### config.mk
export PLATFORM = sky130hd
export DESIGN_NAME = fraction_add_mul_reduce
export DESIGN_NICKNAME = d
export VERILOG_FILES = /design/src/rtl/core/famr_pkg.sv /design/src/rtl/core/famr_mul.sv /design/src/rtl/core/famr_div.sv /design/src/rtl/core/fraction_add_mul_reduce.sv
export VERILOG_INCLUDE_DIRS = /design/src /design/src/rtl/core
export SDC_FILE = /design/constraint.sdc
export NUM_CORES = 1
export LEC_CHECK = 0
export ABC_AREA = 1
export ABC_CLOCK_PERIOD_IN_PS = 11600
export BUFFER_PORTS_ARGS = -buffer_cell sky130_fd_sc_hd__buf_2
export CAP_MARGIN = 25
export CORE_MARGIN = 4
export CORE_UTILIZATION = 40
export CTS_CLUSTER_DIAMETER = 30
export CTS_CLUSTER_SIZE = 20
export DETAILED_ROUTE_END_ITERATION = 10
export SLEW_MARGIN = 20
export SYNTH_ARGS = -nofsm -noshare
export SYNTH_HDL_FRONTEND = slang
export SYNTH_SLANG_ARGS = --single-unit
### constraint.sdc
create_clock -name clk -period 11.6 [get_ports clk]
set_input_delay 1.16 -clock clk [delete_from_list [all_inputs] [get_ports clk]]
set_output_delay 1.16 -clock clk [all_outputs]
set_load 0.03 [all_outputs]
### src/rtl/core/fraction_add_mul_reduce_assert.svh
// assertion macros shared by the fraction add/multiply/reduce rtl
`ifndef FRACTION_ADD_MUL_REDUCE_ASSERT_SVH
`define FRACTION_ADD_MUL_REDUCE_ASSERT_SVH

// same-cycle implication, disabled during reset
`define FAMR_ASSERT_NOW(label, ante, cons, msg) \
  label: assert property (@(posedge clk) disable iff (rst) (ante) |-> (cons)) \
    else $error(msg);

// next-cycle implication, disabled during reset
`define FAMR_ASSERT_NEXT(label, ante, cons, msg) \
  label: assert property (@(posedge clk) disable iff (rst) (ante) |=> (cons)) \
    else $error(msg);

`endif

### src/rtl/core/famr_pkg.sv
// shared types and constants for the fraction add/multiply/reduce block
package famr_pkg;

  localparam int OPERAND_WIDTH = 16;
  localparam int NUM_OUT_W     = 33;
  localparam int DEN_OUT_W     = 32;
  localparam int OUT_DW        = ((NUM_OUT_W + DEN_OUT_W + 7) / 8) * 8;

  localparam logic CMD_ADD = 1'b0;
  localparam logic CMD_MUL = 1'b1;

  // status of a serial arithmetic unit
  typedef struct packed {
    logic busy;
    logic done;
  } famr_stat_t;

  typedef enum logic [2:0] {
    S_IDLE,
    S_MUL,
    S_SUM,
    S_GCD_CHK,
    S_GCD_RUN,
    S_DIVN,
    S_DIVD,
    S_OUT
  } famr_state_t;

endpackage

### src/rtl/core/famr_mul.sv
// bit-serial shift-add unsigned multiplier, one multiplier bit per cycle
module famr_mul #(
  parameter int W = famr_pkg::OPERAND_WIDTH
) (
  input  logic                clk,
  input  logic                rst,
  input  logic                start,
  input  logic [W-1:0]        a,
  input  logic [W-1:0]        b,
  output logic [2*W-1:0]      prod,
  output famr_pkg::famr_stat_t stat
);
  import famr_pkg::*;

  localparam int CW = $clog2(W);

  logic [2*W-1:0] p;
  logic [W-1:0]   a_r;
  logic [CW-1:0]  cnt;
  logic           busy;
  logic           done;
  logic [W:0]     sum;

  // add multiplicand into the upper half when the current multiplier bit is set
  assign sum = {1'b0, p[2*W-1:W]} + (p[0] ? {1'b0, a_r} : '0);

  always_ff @(posedge clk) begin
    if (rst) begin
      busy <= 1'b0;
      done <= 1'b0;
      cnt  <= '0;
    end else begin
      done <= 1'b0;
      if (start) begin
        busy <= 1'b1;
        cnt  <= '0;
      end else if (busy) begin
        cnt <= cnt + 1'b1;
        if (cnt == CW'(W - 1)) begin
          busy <= 1'b0;
          done <= 1'b1;
        end
      end
    end
  end

  always_ff @(posedge clk) begin
    if (start) begin
      p   <= {{W{1'b0}}, b};
      a_r <= a;
    end else if (busy) begin
      p <= {sum, p[W-1:1]};
    end
  end

  assign prod      = p;
  assign stat.busy = busy;
  assign stat.done = done;

endmodule

### src/rtl/core/famr_div.sv
// restoring divider, one quotient bit per cycle, gives quotient and remainder
module famr_div #(
  parameter int WD = 2 * famr_pkg::OPERAND_WIDTH + 1
) (
  input  logic                 clk,
  input  logic                 rst,
  input  logic                 start,
  input  logic [WD-1:0]        dividend,
  input  logic [WD-1:0]        divisor,
  output logic [WD-1:0]        quot,
  output logic [WD-1:0]        rem,
  output famr_pkg::famr_stat_t stat
);
  import famr_pkg::*;

  localparam int CW = $clog2(WD);

  logic [WD-1:0] quo;
  logic [WD-1:0] rm;
  logic [WD-1:0] dvs;
  logic [CW-1:0] cnt;
  logic          busy;
  logic          done;
  logic [WD:0]   trial;
  logic [WD+1:0] diff;
  logic          borrow;

  assign trial  = {rm, quo[WD-1]};
  assign diff   = {1'b0, trial} - {2'b00, dvs};
  assign borrow = diff[WD+1];

  always_ff @(posedge clk) begin
    if (rst) begin
      busy <= 1'b0;
      done <= 1'b0;
      cnt  <= '0;
    end else begin
      done <= 1'b0;
      if (start) begin
        busy <= 1'b1;
        cnt  <= '0;
      end else if (busy) begin
        cnt <= cnt + 1'b1;
        if (cnt == CW'(WD - 1)) begin
          busy <= 1'b0;
          done <= 1'b1;
        end
      end
    end
  end

  always_ff @(posedge clk) begin
    if (start) begin
      quo <= dividend;
      rm  <= '0;
      dvs <= divisor;
    end else if (busy) begin
      quo <= {quo[WD-2:0], ~borrow};
      rm  <= borrow ? trial[WD-1:0] : diff[WD-1:0];
    end
  end

  assign quot      = quo;
  assign rem       = rm;
  assign stat.busy = busy;
  assign stat.done = done;

endmodule

### src/rtl/core/fraction_add_mul_reduce.sv
// top level: adds or multiplies two signed fractions and reduces the result by euclid
//
// usage
//   input channel s_axis: one item per operation, tuser is the command
//   (0 add, 1 multiply), tdata carries num_a, den_a, num_b, den_b
//   output channel m_axis: one item per input item, tdata carries the
//   reduced numerator and denominator, tuser flags a 0/0 raw result
// throughput
//   one item at a time; s_axis_tready is high only while the block is free
//   products are formed on three bit-serial multipliers that run in parallel;
//   each euclid remainder step and both final divisions run on the one shared
//   restoring divider, so the time to a result depends on the data-dependent
//   number of euclid steps; the next item is taken only once the previous
//   result has moved into the output register
// reset
//   synchronous rst returns the sequencer to idle and empties the output register
// stalls
//   a finished item waits in the output register; the next input item is
//   taken meanwhile and its result is held back until the register is free
`include "fraction_add_mul_reduce_assert.svh"

module fraction_add_mul_reduce #(
  parameter  int OPERAND_WIDTH = famr_pkg::OPERAND_WIDTH,
  localparam int IN_DW         = ((4 * OPERAND_WIDTH + 7) / 8) * 8
) (
  input  logic                        clk,
  input  logic                        rst,
  input  logic                        s_axis_tvalid,
  output logic                        s_axis_tready,
  // num_a, den_a, num_b, den_b from bit 0 up, zero padded to whole bytes
  input  logic [IN_DW-1:0]            s_axis_tdata,
  // cmd
  input  logic                        s_axis_tuser,
  output logic                        m_axis_tvalid,
  input  logic                        m_axis_tready,
  // num_out, den_out from bit 0 up, zero padded to whole bytes
  output logic [famr_pkg::OUT_DW-1:0] m_axis_tdata,
  // div_zero
  output logic                        m_axis_tuser
);
  import famr_pkg::*;

  localparam int W  = OPERAND_WIDTH;
  localparam int PW = 2 * W;
  localparam int NW = 2 * W + 1;   // raw numerator magnitude can reach 2^(2W-1)
  localparam int XN = (NW > NUM_OUT_W) ? NW : NUM_OUT_W;
  localparam int XD = (NW > DEN_OUT_W) ? NW : DEN_OUT_W;
  localparam int PADW = OUT_DW - NUM_OUT_W - DEN_OUT_W;

  famr_state_t state, state_next;

  // operand fields and their magnitudes
  logic [W-1:0] na, da, nb, db;
  logic [W-1:0] na_mag, da_mag, nb_mag, db_mag;

  assign na = s_axis_tdata[0*W +: W];
  assign da = s_axis_tdata[1*W +: W];
  assign nb = s_axis_tdata[2*W +: W];
  assign db = s_axis_tdata[3*W +: W];

  assign na_mag = na[W-1] ? (~na + 1'b1) : na;
  assign da_mag = da[W-1] ? (~da + 1'b1) : da;
  assign nb_mag = nb[W-1] ? (~nb + 1'b1) : nb;
  assign db_mag = db[W-1] ? (~db + 1'b1) : db;

  // product signs, taken at accept
  logic cmd_q, s1_neg, s2_neg, s3_neg;

  // serial multipliers: first product, cross product, denominator product
  logic [PW-1:0] prod1, prod2, prod3;
  famr_stat_t    m1_stat, m2_stat, m3_stat;
  logic          mul_start, mul_done, mul_busy;

  famr_mul #(.W(W)) u_mul1 (
    .clk  (clk),
    .rst  (rst),
    .start(mul_start),
    .a    (na_mag),
    .b    ((s_axis_tuser == CMD_MUL) ? nb_mag : db_mag),
    .prod (prod1),
    .stat (m1_stat)
  );

  famr_mul #(.W(W)) u_mul2 (
    .clk  (clk),
    .rst  (rst),
    .start(mul_start),
    .a    (nb_mag),
    .b    (da_mag),
    .prod (prod2),
    .stat (m2_stat)
  );

  famr_mul #(.W(W)) u_mul3 (
    .clk  (clk),
    .rst  (rst),
    .start(mul_start),
    .a    (da_mag),
    .b    (db_mag),
    .prod (prod3),
    .stat (m3_stat)
  );

  assign mul_done = m1_stat.done & m2_stat.done & m3_stat.done;
  assign mul_busy = m1_stat.busy & m2_stat.busy & m3_stat.busy;

  // raw pair and euclid operands, sign and magnitude
  logic [NW-1:0] n_mag, d_mag, a_mag, b_mag;
  logic          n_neg, d_neg, a_neg, b_neg;

  // combining the products
  logic [NW-1:0] e1, e2, e3, add_mag;
  logic [NW:0]   d12, d21;
  logic [NW-1:0] sum12;
  logic          p1_neg, p2_neg, add_neg;
  logic [NW-1:0] raw_n_mag;
  logic          raw_n_neg;

  assign e1 = NW'(prod1);
  assign e2 = NW'(prod2);
  assign e3 = NW'(prod3);
  assign p1_neg = s1_neg && (e1 != '0);
  assign p2_neg = s2_neg && (e2 != '0);
  assign sum12  = e1 + e2;
  assign d12    = {1'b0, e1} - {1'b0, e2};
  assign d21    = {1'b0, e2} - {1'b0, e1};

  always_comb begin
    if (p1_neg == p2_neg) begin
      add_mag = sum12;
      add_neg = p1_neg;
    end else if (!d12[NW]) begin
      add_mag = d12[NW-1:0];
      add_neg = p1_neg;
    end else begin
      add_mag = d21[NW-1:0];
      add_neg = p2_neg;
    end
    if (cmd_q == CMD_MUL) begin
      raw_n_mag = e1;
      raw_n_neg = p1_neg;
    end else begin
      raw_n_mag = add_mag;
      raw_n_neg = add_neg && (add_mag != '0);
    end
  end

  // shared divider
  logic [NW-1:0] div_dividend, div_divisor, div_quot, div_rem;
  famr_stat_t    div_stat;
  logic          div_start;

  famr_div #(.WD(NW)) u_div (
    .clk     (clk),
    .rst     (rst),
    .start   (div_start),
    .dividend(div_dividend),
    .divisor (div_divisor),
    .quot    (div_quot),
    .rem     (div_rem),
    .stat    (div_stat)
  );

  // reduced magnitudes and output register
  logic [NW-1:0]        qn, qd;
  logic                 dz;
  logic                 out_free;
  logic [NUM_OUT_W-1:0] num_r;
  logic [DEN_OUT_W-1:0] den_r;
  logic                 dz_r;
  logic                 out_valid;
  logic [XN-1:0]        qn_x, num_res;
  logic [XD-1:0]        qd_x, den_res;
  logic                 num_neg, den_neg;

  assign out_free = !out_valid || m_axis_tready;

  // next state
  always_comb begin
    state_next = state;
    case (state)
      S_IDLE:    if (s_axis_tvalid) state_next = S_MUL;
      S_MUL:     if (mul_done) state_next = S_SUM;
      S_SUM:     state_next = S_GCD_CHK;
      S_GCD_CHK: begin
        if (b_mag != '0) state_next = S_GCD_RUN;
        else if (a_mag != '0) state_next = S_DIVN;
        else state_next = S_OUT;
      end
      S_GCD_RUN: if (div_stat.done) state_next = S_GCD_CHK;
      S_DIVN:    if (div_stat.done) state_next = S_DIVD;
      S_DIVD:    if (div_stat.done) state_next = S_OUT;
      S_OUT:     if (out_free) state_next = S_IDLE;
      default:   state_next = S_IDLE;
    endcase
  end

  // sequencer outputs
  always_comb begin
    s_axis_tready = 1'b0;
    mul_start     = 1'b0;
    div_start     = 1'b0;
    div_dividend  = a_mag;
    div_divisor   = b_mag;
    case (state)
      S_IDLE: begin
        s_axis_tready = 1'b1;
        mul_start     = s_axis_tvalid;
      end
      S_GCD_CHK: begin
        // remainder step while b is nonzero, otherwise a is the gcd: n / g
        if (b_mag != '0) begin
          div_start = 1'b1;
        end else begin
          div_start    = (a_mag != '0);
          div_dividend = n_mag;
          div_divisor  = a_mag;
        end
      end
      S_DIVN: begin
        div_start    = div_stat.done;
        div_dividend = d_mag;
        div_divisor  = a_mag;
      end
      default: begin
        div_start = 1'b0;
      end
    endcase
  end

  always_ff @(posedge clk) begin
    if (rst) begin
      state     <= S_IDLE;
      out_valid <= 1'b0;
    end else begin
      state <= state_next;
      if (state == S_OUT && out_free) begin
        out_valid <= 1'b1;
      end else if (m_axis_tready) begin
        out_valid <= 1'b0;
      end
    end
  end

  // final signs follow truncating division by a signed gcd
  assign num_neg = (qn != '0) && (n_neg != a_neg);
  assign den_neg = (qd != '0) && (d_neg != a_neg);
  assign qn_x    = XN'(qn);
  assign qd_x    = XD'(qd);
  assign num_res = num_neg ? (~qn_x + 1'b1) : qn_x;
  assign den_res = den_neg ? (~qd_x + 1'b1) : qd_x;

  always_ff @(posedge clk) begin
    case (state)
      S_IDLE: begin
        if (s_axis_tvalid) begin
          cmd_q  <= s_axis_tuser;
          s1_neg <= na[W-1] ^ ((s_axis_tuser == CMD_MUL) ? nb[W-1] : db[W-1]);
          s2_neg <= nb[W-1] ^ da[W-1];
          s3_neg <= da[W-1] ^ db[W-1];
        end
      end
      S_SUM: begin
        n_mag <= raw_n_mag;
        n_neg <= raw_n_neg;
        d_mag <= e3;
        d_neg <= s3_neg && (e3 != '0);
        a_mag <= raw_n_mag;
        a_neg <= raw_n_neg;
        b_mag <= e3;
        b_neg <= s3_neg && (e3 != '0);
        dz    <= 1'b0;
      end
      S_GCD_CHK: begin
        // both raw values zero: no gcd, flag it
        if (b_mag == '0 && a_mag == '0) begin
          qn <= '0;
          qd <= '0;
          dz <= 1'b1;
        end
      end
      S_GCD_RUN: begin
        if (div_stat.done) begin
          a_mag <= b_mag;
          a_neg <= b_neg;
          b_mag <= div_rem;
          b_neg <= a_neg && (div_rem != '0);
        end
      end
      S_DIVN: if (div_stat.done) qn <= div_quot;
      S_DIVD: if (div_stat.done) qd <= div_quot;
      S_OUT: begin
        if (out_free) begin
          num_r <= num_res[NUM_OUT_W-1:0];
          den_r <= den_res[DEN_OUT_W-1:0];
          dz_r  <= dz;
        end
      end
      default: begin
        dz <= dz;
      end
    endcase
  end

  assign m_axis_tvalid = out_valid;
  assign m_axis_tdata  = {{PADW{1'b0}}, den_r, num_r};
  assign m_axis_tuser  = dz_r;

  `FAMR_ASSERT_NEXT(a_mul_runs, mul_start, mul_busy, "multipliers did not start")
  `FAMR_ASSERT_NOW(a_div_free, div_start, !div_stat.busy, "divider restarted while busy")
  `FAMR_ASSERT_NOW(a_gcd_divisor, state == S_GCD_RUN, b_mag != '0, "euclid step with zero divisor")
  `FAMR_ASSERT_NOW(a_dz_zero, m_axis_tvalid && m_axis_tuser, m_axis_tdata == '0, "0/0 with data")

endmodule

Word-level counts from Yosys, hierarchy flattened

Index checks and enable logic that the tools add are counted.

Memory bits (read-only): 0
Output and inout port bits: 75
Memory bits (writable): 0
Memories kept: 0
Latch bits: 0
Flip-flop bits (word level): 545
Input bits: 69

Magnitude comparators: 0
Bitwise gates (word level): 16
Multipliers: 0
Div/mod/pow operators: 0
Equal/unequal tests: 21
Add/subtract/negate cells: 17
Muxes and demuxes: 75
Reduce and logical (&&, ||, !) cells: 45
Shift operators: 0

Operators by type and width:

| kind                    | number |
|---|---|
| $mux W33                | 13 |
| $pmux W33 S2            | 6 |
| $reduce_bool A33 Y1     | 9 |
| $mux W16                | 13 |
| $logic_not A33 Y1       | 2 |
| $sub A32 B32 Y33        | 2 |
| $add A16 B1 Y16 const B | 4 |
| $not A16 Y16            | 4 |
| $add A16 B16 Y17        | 3 |
| $sub A34 B33 Y35        | 1 |
| $add A32 B32 Y33        | 1 |
| $add A33 B1 Y33 const B | 1 |
| $not A33 Y33            | 1 |
| $add A32 B1 Y32 const B | 1 |
| $mux W32                | 1 |
| $not A32 Y32            | 1 |
| $mux W1                 | 28 |
| $pmux W3 S8             | 1 |
| $mux W3                 | 6 |
| $reduce_bool A2 Y1      | 9 |
| $mux W15                | 1 |
| $add A4 B1 Y4 const B   | 3 |
| $eq A3 B3 Y1 const B    | 4 |
| $eq A4 B4 Y1 const B    | 3 |
| 22 further kinds        | 56 |

Depth between registers and ports, before layout

Gate-level depths: netlist of the first run.

Word-level depth: 8
Gate-level depth with buffers: 27
Gate-level depth less buffers: 26

Hierarchy

Synthesis of the first run repeated with hierarchy kept, for this count alone.

Cells, all modules: 5540
Area total of the unflattened synthesis: 38973.6 um^2

By module, submodules not included:

| module                  | instances | cells each | area an instance (um^2) | sequential area each (um^2) |
|---|---|---|---|---|
| fraction_add_mul_reduce | 1         | 3262       | 22674.2                 | 8247.9 |
| famr_mul                | 3         | 412        | 3049.2                  | 1401.3 |
| famr_div                | 1         | 1042       | 7151.9                  | 2802.7 |

Least setup slack after synthesis of the first run

OpenSTA, ideal clock, no wires.

Path kind: flip-flop to flip-flop
Start point: register state[0]
End point: register a_mag[0], enable pin
Setup time: 0.588 ns
Data required time: 11.012 ns
Arrival time: 7.786 ns
Period minus slack after synthesis: 8.374 ns
Cell stages (with the launch flop): 5
Slack: 3.226 ns
Cells stage by stage: dfxtp_1 -> buf_2 -> nor3_1 -> inv_1 -> o21ai_0

Cells in the longest elaborated chain, start to end: 3
Elaborated cells on any way between the ends: 5
Classes of those cells: eq/ne: 3; reduce/logical: 2

Ends and longest elaborated chain:

| item                                                         | RTL line                       | text |
|---|---|---|
| start: declaration                                           | fraction_add_mul_reduce.sv:50  | `famr_state_t state, state_next;` |
| start signal: assignment                                     | fraction_add_mul_reduce.sv:236 | `state <= state_next;` |
| $eq A3 B3 Y1 or $eq A3 B2 Y1 (tied branches)                 | fraction_add_mul_reduce.sv:254 | `case (state)` |
| $ne A2 B1 Y1 (no line) or $reduce_bool A2 Y1 (tied branches) | --                             |  |
| $reduce_and A2 Y1 (no line) *                                | --                             |  |
| end signal: assignment                                       | fraction_add_mul_reduce.sv:268 | `a_mag <= raw_n_mag;` |
| end signal: assignment                                       | fraction_add_mul_reduce.sv:284 | `a_mag <= b_mag;` |
| end: declaration                                             | fraction_add_mul_reduce.sv:108 | `logic [NW-1:0] n_mag, d_mag, a_mag, b_mag;` |

Mark *: on every way between the ends. The rest lies on a longest branch, timed or not.
A chain may end at the register's enable or synchronous reset.

Final worst setup path of the first run

Start point: register b_mag[6]
End point: register u_div.quo[32], in the netlist u_div.quot[32], data pin

Cells in the longest elaborated chain, start to end: 4
Elaborated cells on any way between the ends: 6
Classes of those cells: mux: 5; reduce/logical: 1

Ends and longest elaborated chain:

| item                                        | RTL line                       | text |
|---|---|---|
| start: declaration                          | fraction_add_mul_reduce.sv:108 |  |
| start signal: assignment                    | fraction_add_mul_reduce.sv:286 | `b_mag <= div_rem;` |
| $reduce_bool A33 Y1 *                       | fraction_add_mul_reduce.sv:212 | `if (b_mag != '0) begin` |
| $mux W33 or $mux W1 (tied branches)         | fraction_add_mul_reduce.sv:212 |  |
| $pmux W33 S2 or $pmux W1 S2 (tied branches) | fraction_add_mul_reduce.sv:205 | `case (state)` |
| $mux W33 *                                  | famr_div.sv:53                 | `if (start) begin` |
| end signal: assignment                      | famr_div.sv:54                 | `quo <= dividend;` |
| end signal: assignment                      | famr_div.sv:58                 | `quo <= {quo[WD-2:0], ~borrow};` |
| end: declaration                            | famr_div.sv:18                 | `logic [WD-1:0] quo;` |

Marks and branches as above.

==> flow_summary.json, run 1 <==
{
  "yosys.cell_types.count": 64,
  "hold_path_class": "reg2reg",
  "die-width_microns": 308,
  "worst_pin_slew_ns": 1.21,
  "overflow": 0,
  "slew-limit-headroom_pct": 18.9,
  "internal-power_w": 0.00724,
  "cts.clk_slew.worst_paths_ns": 0.05,
  "finalInstanceArea_sq_um": 42000,
  "finalWirelength_mm": 126,
  "power.switching_w": 0.00676,
  "post_synth.cell_area_avg_sq_um": 7.77,
  "clockPowerShare_pct": 25.0,
  "run_status": "finished, final reports clean",
  "min-delay-start": "u_mul2.cnt[1]",
  "yosys_most_used_dff": "sky130_fd_sc_hd__edfxtp_1",
  "place_area_sq_um": 37700,
  "first_global_vias": 30808,
  "mostFrequentLayoutCell": "sky130_fd_sc_hd__nand2_1",
  "finish.net_count": 5053,
  "postSynth.asyncResetShare_pct": 0,
  "postCtsSetupRepairBufs": 0,
  "worstReg2RegStart": "b_mag[6]",
  "worst_ep_arrival_time_ns": 4.84,
  "number_of_antenna_violations_at_the_first_check_in_global_routing": 4,
  "io_pins": 144,
  "setup_viol_count_final": 0,
  "worstSetupEndpointType": "flip-flop",
  "reg2reg_slack_ns": 7.16,
  "synth.yosys.warnings": 0,
  "fin_setup_tns_ns": 0,
  "clk-insertion-delay-late_ns": 0.69,
  "htree_levels": 3,
  "timing.setup.critical_path_class": "reg2reg",
  "post-dp-hpwl_mm": 98.1,
  "seqPwrFrac_pct": 23.7,
  "worst_path_most_repeated_cell": "sky130_fd_sc_hd__nand2_1",
  "synth_edf_count": 434,
  "max-cap-violations": 0,
  "cts-resized-gates": 0,
  "crit_start": "b_mag[6]",
  "std_cell_rows": 109,
  "synthesis.instances": 4640,
  "clkSinkCount": 545,
  "power.combinational.fraction_pct": 51.4,
  "required_ns": 12.00,
  "rsz0062_at_grt": "no",
  "power.density_nw_per_um2": 333,
  "post-route-drc-count": 0,
  "final_cell_mix": "1264 x sky130_fd_sc_hd__nand2_1, 692 x sky130_fd_sc_hd__inv_1, 434 x sky130_fd_sc_hd__edfxtp_1, 417 x sky130_fd_sc_hd__nor2_1, 305 x sky130_fd_sc_hd__o21ai_0",
  "finalWeightedCongestion": 0.992,
  "detail_route.vias_per_cell": 5.29,
  "crit_chain": "nor4_1, nand3_1, nor3_1, nand2_1, nor2_4, inv_1, nand2_1, buf_4, inv_2, a221oi_1, a21oi_1",
  "cts.root.buffer_cell": "sky130_fd_sc_hd__clkbuf_16",
  "sw_frac_of_total_pct": 48.3,
  "final_layout_size_suffix_gt1_share_pct": 9.23,
  "floorplan.initialDensity_pct": 40.5,
  "final-hold-violation-count": 0,
  "route.antenna.remaining_nets": 0,
  "critical_path.startpoint_type": "flip-flop",
  "peakVddDrop_mv": 0.147,
  "die_y_microns": 308,
  "synth-seq-area-share_pct": 42.3,
  "dr_total_vias": 32029,
  "worst_path_max_delay_cell": "sky130_fd_sc_hd__nor4_1",
  "layout_worst_path_cycle_share_pct": 38.3,
  "core_area_sq_um": 88900,
  "maximum_frequency_from_static_timing_analysis_mhz": 225,
  "critPathMaxStageDelay_ns": 0.82,
  "syn_to_final_growth_pct": 16.5,
  "fp.dieArea_sq_um": 95000,
  "groute.usage.overall_pct": 26.0,
  "cts_made_buffers": 119,
  "postSynthRegisterBits": 545,
  "place.port_buffers": 136,
  "timing.final.crit_period_ns": 4.44,
  "ctsLongestPathBuffers": 3,
  "detail_route.wl_per_cell_microns": 20.8,
  "pin_count_of_the_biggest_net_entering_global_routing": 100,
  "fin_worst_skew_ns": 0.0321,
  "mapped_area_sq_um": 36000,
  "leakage_nw": 19.2,
  "cts-hold-fix-buffers": 0,
  "dr.first_iter.drc_count": 2933,
  "timing.critical_path.fanout_max": 64,
  "cts_tree": "done",
  "firstDrtPassIters": 6,
  "final-max-slew-violation-count": 0,
  "grt_pass1_wl_mm": 188
}
-- Yosys cell counts, drive strengths merged (17+ instances only) --
cell type  instances  area share (%)
a221oi            35            0.85
dfxtp            111             6.2
nor3              77             1.2
a31oi             20            0.35
a21oi            234             3.4
buf               66             1.3
nand3            145             2.0
o22ai             46            0.80
a22oi             31            0.65
nor4              43            0.75
xor2             130             3.2
o21bai            17            0.35
inv              706             7.4
clkbuf            83            0.86
ha               196             6.8
nor2             430             4.6
xnor2             64             1.6
o21ai            322             4.5
o211ai            21            0.45
edfxtp           434              36
nand2           1288              14
nand4             42            0.73
-- metrics by stage --
stage | setup WS (ns) | instances | total power, W | hold slack [ns] | util (%)
floorplan | 3.23 | 4646 | 0.00815 | 0.400 | -
global placement | 7.18 | 5822 | 0.0103 | 0.468 | 42.4
detailed placement | 7.23 | 5823 | 0.0103 | 0.479 | 42.4
CTS | 7.19 | 6048 | 0.0139 | 0.487 | 47.2
global route | 6.90 | 6050 | 0.0149 | 0.496 | 47.2
finish | 7.16 | 6056 | 0.0140 | 0.487 | 47.2
-- cell families after synthesis --
| kind of cell | count (synthesis) | share of synthesized area [%] |
|---|---|---|
| and+or+nand+nor | 2045 | 23.4 |
| adders and majority gates | 203 | 7.19 |
| muxes | 3 | 0.0833 |
| xor gates and xnor gates | 194 | 4.71 |
| AOI/OAI and AO/OA | 789 | 12.7 |
| other | 1 | 0.0104 |
| DFF | 545 | 42.3 |
| buffers and inverters | 860 | 9.56 |
-- per-layer routing --
metal	up-vias	wire length, microns	global-route usage, %
li1	15559	-	-
met1	14978	53100	34.1
met2	1221	58000	42.9
met3	271	8630	3.77
met4	0	6120	11.8
met5	-	0	0
-- worst max-delay path: cells and delay by family (launching register included) --
kind	cells	cell delay [ns]
compound gates	2	0.44
buf+inv	3	1.11
flops	1	0.40
simple gates	6	2.19
-- final timing paths --
| check | endpoint | cells past startpoint |
|---|---|---|
| max reg2reg | u_div.quot[32] | 11 |
| min | u_mul2.cnt[1] | 2 |
| min reg2reg | u_mul2.cnt[1] | 2 |
| max | u_div.quot[32] | 11 |
-- registers in the layout, indices dropped and copies added, names as in the netlist, 3 cells and up --
signal	flops
u_mul2.a_r	16
u_div.cnt	6
n_mag	33
u_mul1.cnt	4
u_mul3.prod	32
u_mul3.cnt	4
u_div.rem	33
u_mul3.a_r	16
u_div.dvs	33
qd	33
state	3
u_mul1.a_r	16
a_mag	33
u_mul2.cnt	4
num_r	33
b_mag	33
qn	33
den_r	32
u_mul2.prod	32
d_mag	32
u_div.quot	33
u_mul1.prod	32
-- power by group through the flow --
stage                     Clock [W]  Combinational, W  Sequential (W)
after global placement            0           0.00700         0.00333
after detailed placement          0           0.00701         0.00333
after global routing        0.00364           0.00794         0.00336
after CTS                   0.00354           0.00705         0.00330
final                       0.00350           0.00719         0.00331
after floorplan                   0           0.00505         0.00310
-- area by class of cell --
type	instances	area, sq um
diodes	6	15.0
flip-flops and latches	545	15300
repair buffers	163	918
clock buffers	138	3160
inverters	711	2670
fillers	8777	46900
clock inverters	87	1070
multi-input cells	3241	17400
well taps	1165	1460
No activity file was read; power rests on OpenSTA's default activity.
==> run 2: changes to the inputs <==
--- a/config.mk
+++ b/config.mk
@@ -7,7 +7,7 @@
 export NUM_CORES = 1
 export LEC_CHECK = 0
 export ABC_AREA = 1
-export ABC_CLOCK_PERIOD_IN_PS = 11600
+export ABC_CLOCK_PERIOD_IN_PS = 4400
 export BUFFER_PORTS_ARGS = -buffer_cell sky130_fd_sc_hd__buf_2
 export CAP_MARGIN = 25
 export CORE_MARGIN = 4
==> constraint.sdc (replaced) <==
create_clock -name clk -period 4.4 [get_ports clk]
set_input_delay 0.44 -clock clk [delete_from_list [all_inputs] [get_ports clk]]
set_output_delay 0.44 -clock clk [all_outputs]
set_load 0.03 [all_outputs]
==> flow_summary.json, run 2 (synthesized netlist as in run 1, its figures left out) <==
{
  "fp.dieArea_sq_um": 95000,
  "worstSetupEndpointType": "flip-flop",
  "maximum_frequency_from_static_timing_analysis_mhz": 236,
  "hold_ws_ns": 0.0352,
  "clockPowerShare_pct": 23.7,
  "final-max-slew-violation-count": 0,
  "final_cell_mix": "1264 x sky130_fd_sc_hd__nand2_1, 692 x sky130_fd_sc_hd__inv_1, 434 x sky130_fd_sc_hd__edfxtp_1, 418 x sky130_fd_sc_hd__nor2_1, 305 x sky130_fd_sc_hd__o21ai_0",
  "internal-power_w": 0.0192,
  "timing.critical_path.max_delay_family": "simple AND/OR/NAND/NOR gates",
  "run_status": "finished, final reports clean",
  "finalInstanceArea_sq_um": 42100,
  "grt_pass1_wl_mm": 187,
  "layout.filler_cells": 8841,
  "post-dp-hpwl_mm": 98.8,
  "sw_frac_of_total_pct": 48.4,
  "slew-limit-headroom_pct": 34.9,
  "layout_worst_path_cycle_share_pct": 96.5,
  "std_cell_rows": 109,
  "timing.setup.critical_path_class": "reg2reg",
  "firstDrtPassIters": 5,
  "groute.usage.overall_pct": 26.0,
  "cts.clk_slew.worst_paths_ns": 0.05,
  "combined_area_of_the_multi_input_logic_cells_sq_um": 17500,
  "seqPwrFrac_pct": 22.9,
  "overflow": 0,
  "max-cap-violations": 0,
  "finalWirelength_mm": 125,
  "floorplan.initialDensity_pct": 40.5,
  "timing.critical_path.fanout_max": 32,
  "fin_worst_skew_ns": 0.0610,
  "timing.final.crit_period_ns": 4.25,
  "first_global_vias": 30716,
  "critPathMaxStageDelay_ns": 0.48,
  "required_ns": 4.82,
  "clk-insertion-delay-late_ns": 0.70,
  "final-hold-violation-count": 0,
  "final_layout_size_suffix_gt1_share_pct": 9.84,
  "worst_pin_slew_ns": 0.976,
  "pre_cts_slack_ns": 0.0524,
  "detail_route.wl_per_cell_microns": 20.6,
  "die_y_microns": 308,
  "rsz0062_at_grt": "no",
  "crit_start": "u_mul1.prod[9]",
  "syn_to_final_growth_pct": 16.8,
  "place_area_sq_um": 38100,
  "power.switching_w": 0.0180,
  "cts_made_buffers": 111,
  "power.combinational.fraction_pct": 53.4,
  "io_pins": 144,
  "peakVddDrop_mv": 0.546,
  "hold_path_class": "in2reg",
  "power.density_nw_per_um2": 883,
  "dr.first_iter.drc_count": 3062,
  "detail_route.vias_per_cell": 5.27,
  "cts.root.buffer_cell": "sky130_fd_sc_hd__clkbuf_16",
  "clkSinkCount": 545,
  "setup_viol_count_final": 0,
  "final_critical_path_setup_slack_ns": 0.154,
  "place.port_buffers": 136,
  "total_area_of_sequential_cells_sq_um": 15300,
  "crit_chain": "inv_1, ha_1, nand2_1, nand2_1, nand2_1, nand2_1, a21oi_4, nand2_4, nand2_2, nand2_4, buf_4, nand2_1, nand2_1, a21oi_2, nand3_1, nor2_1, nand3_1, nand2_1, nand2_2, nand2_1, nand2_1",
  "worst_ep_arrival_time_ns": 4.67,
  "ctsLongestPathBuffers": 3,
  "route.antenna.remaining_nets": 0,
  "min-delay-start": "s_axis_tdata[16]",
  "number_of_antenna_violations_at_the_first_check_in_global_routing": 2,
  "worstReg2RegStart": "u_mul1.prod[9]",
  "die-width_microns": 308,
  "leakage_nw": 19.3,
  "mostFrequentLayoutCell": "sky130_fd_sc_hd__nand2_1",
  "dr_total_vias": 31997,
  "core_area_sq_um": 88900,
  "post-route-drc-count": 0,
  "worst_path_max_delay_cell": "sky130_fd_sc_hd__ha_1",
  "pin_count_of_the_biggest_net_entering_global_routing": 92,
  "worstPathBufferInverterCount": 2,
  "worst_path_most_repeated_cell": "sky130_fd_sc_hd__nand2_1",
  "cts_tree": "done",
  "postCtsSetupRepairBufs": 0,
  "fin_setup_tns_ns": 0,
  "critical_path.startpoint_type": "flip-flop",
  "htree_levels": 3,
  "finalWeightedCongestion": 1.05,
  "power_w": 0.0372,
  "finish.net_count": 5085
}
-- run 2: cell types whose count changed in the layout (fill, tap and decap cells not counted), moves of 5 or more --
cell / change
sky130_fd_sc_hd__clkinv_2: +7
sky130_fd_sc_hd__inv_6: -6
sky130_fd_sc_hd__clkinv_1: -7
sky130_fd_sc_hd__clkinvlp_4: -5
sky130_fd_sc_hd__diode_2: -5
sky130_fd_sc_hd__buf_4: +38
sky130_fd_sc_hd__clkbuf_16: -10
-- run 2: routing by layer --
| layer | wire length (microns) | global-route usage, % | vias to the layer above |
|---|---|---|---|
| met5 | 13 | 0 | - |
| met4 | 6530 | 12.3 | 2 |
| met3 | 8760 | 3.28 | 268 |
| met2 | 57000 | 42.2 | 1182 |
| met1 | 52900 | 34.7 | 14919 |
| li1 | - | - | 15626 |
-- run 2: power by group through the flow --
stage          combinational [W]  clock (W)  sequential [W]
6_report                  0.0198    0.00882         0.00849
5_1_grt                   0.0218    0.00921         0.00863
4_1_cts                   0.0194    0.00893         0.00846
3_5_place_dp              0.0193          0         0.00855
3_3_place_gp              0.0194          0         0.00851
2_1_floorplan             0.0133          0         0.00814
-- run 2: final timing paths --
kind / end / slack, ns / cells past startpoint
max: a_neg / 0.15 / 21
min: u_mul3.a_r[0] / 0.04 / 1
max reg2reg: a_neg / 0.15 / 21
min reg2reg: m_axis_tuser / 0.48 / 0
-- run 2: worst reg2reg max path: stages (launching register included) --
cell and delay, ns:
sky130_fd_sc_hd__edfxtp_1 0.45, sky130_fd_sc_hd__inv_1 0.12, sky130_fd_sc_hd__ha_1 0.48, sky130_fd_sc_hd__nand2_1 0.12
sky130_fd_sc_hd__nand2_1 0.13, sky130_fd_sc_hd__nand2_1 0.10, sky130_fd_sc_hd__nand2_1 0.13, sky130_fd_sc_hd__a21oi_4 0.19
sky130_fd_sc_hd__nand2_4 0.10, sky130_fd_sc_hd__nand2_2 0.10, sky130_fd_sc_hd__nand2_4 0.27, sky130_fd_sc_hd__buf_4 0.30
sky130_fd_sc_hd__nand2_1 0.11, sky130_fd_sc_hd__nand2_1 0.08, sky130_fd_sc_hd__a21oi_2 0.32, sky130_fd_sc_hd__nand3_1 0.20
sky130_fd_sc_hd__nor2_1 0.37, sky130_fd_sc_hd__nand3_1 0.14, sky130_fd_sc_hd__nand2_1 0.10, sky130_fd_sc_hd__nand2_2 0.05
sky130_fd_sc_hd__nand2_1 0.06, sky130_fd_sc_hd__nand2_1 0.06
-- run 2: cell type report --
| class | instances | share of cell area, % |
|---|---|---|
| sequential | 545 | 36.3 |
| clock inverter | 79 | 2.51 |
| timing repair buffer | 203 | 2.94 |
| inverter | 711 | 6.34 |
| tap | 1165 | 3.46 |
| antenna | 1 | 0.00595 |
| clock buffer | 128 | 6.99 |
| multi-input combinational | 3241 | 41.5 |
-- run 2: metrics by stage --
step / cells / util, %
after floorplan: 4646 / -
final: 6073 / 47.3
after detailed placement: 5864 / 42.8
after global routing: 6072 / 47.3
after global placement: 5864 / 42.8
after CTS: 6072 / 47.3
-- run 2: timing repair --
item,4_1_cts,5_1_grt
hold buffers,1,0
gates resized for setup,0,2
setup endpoints to repair,0,2
endpoints found under the hold margin,1,0
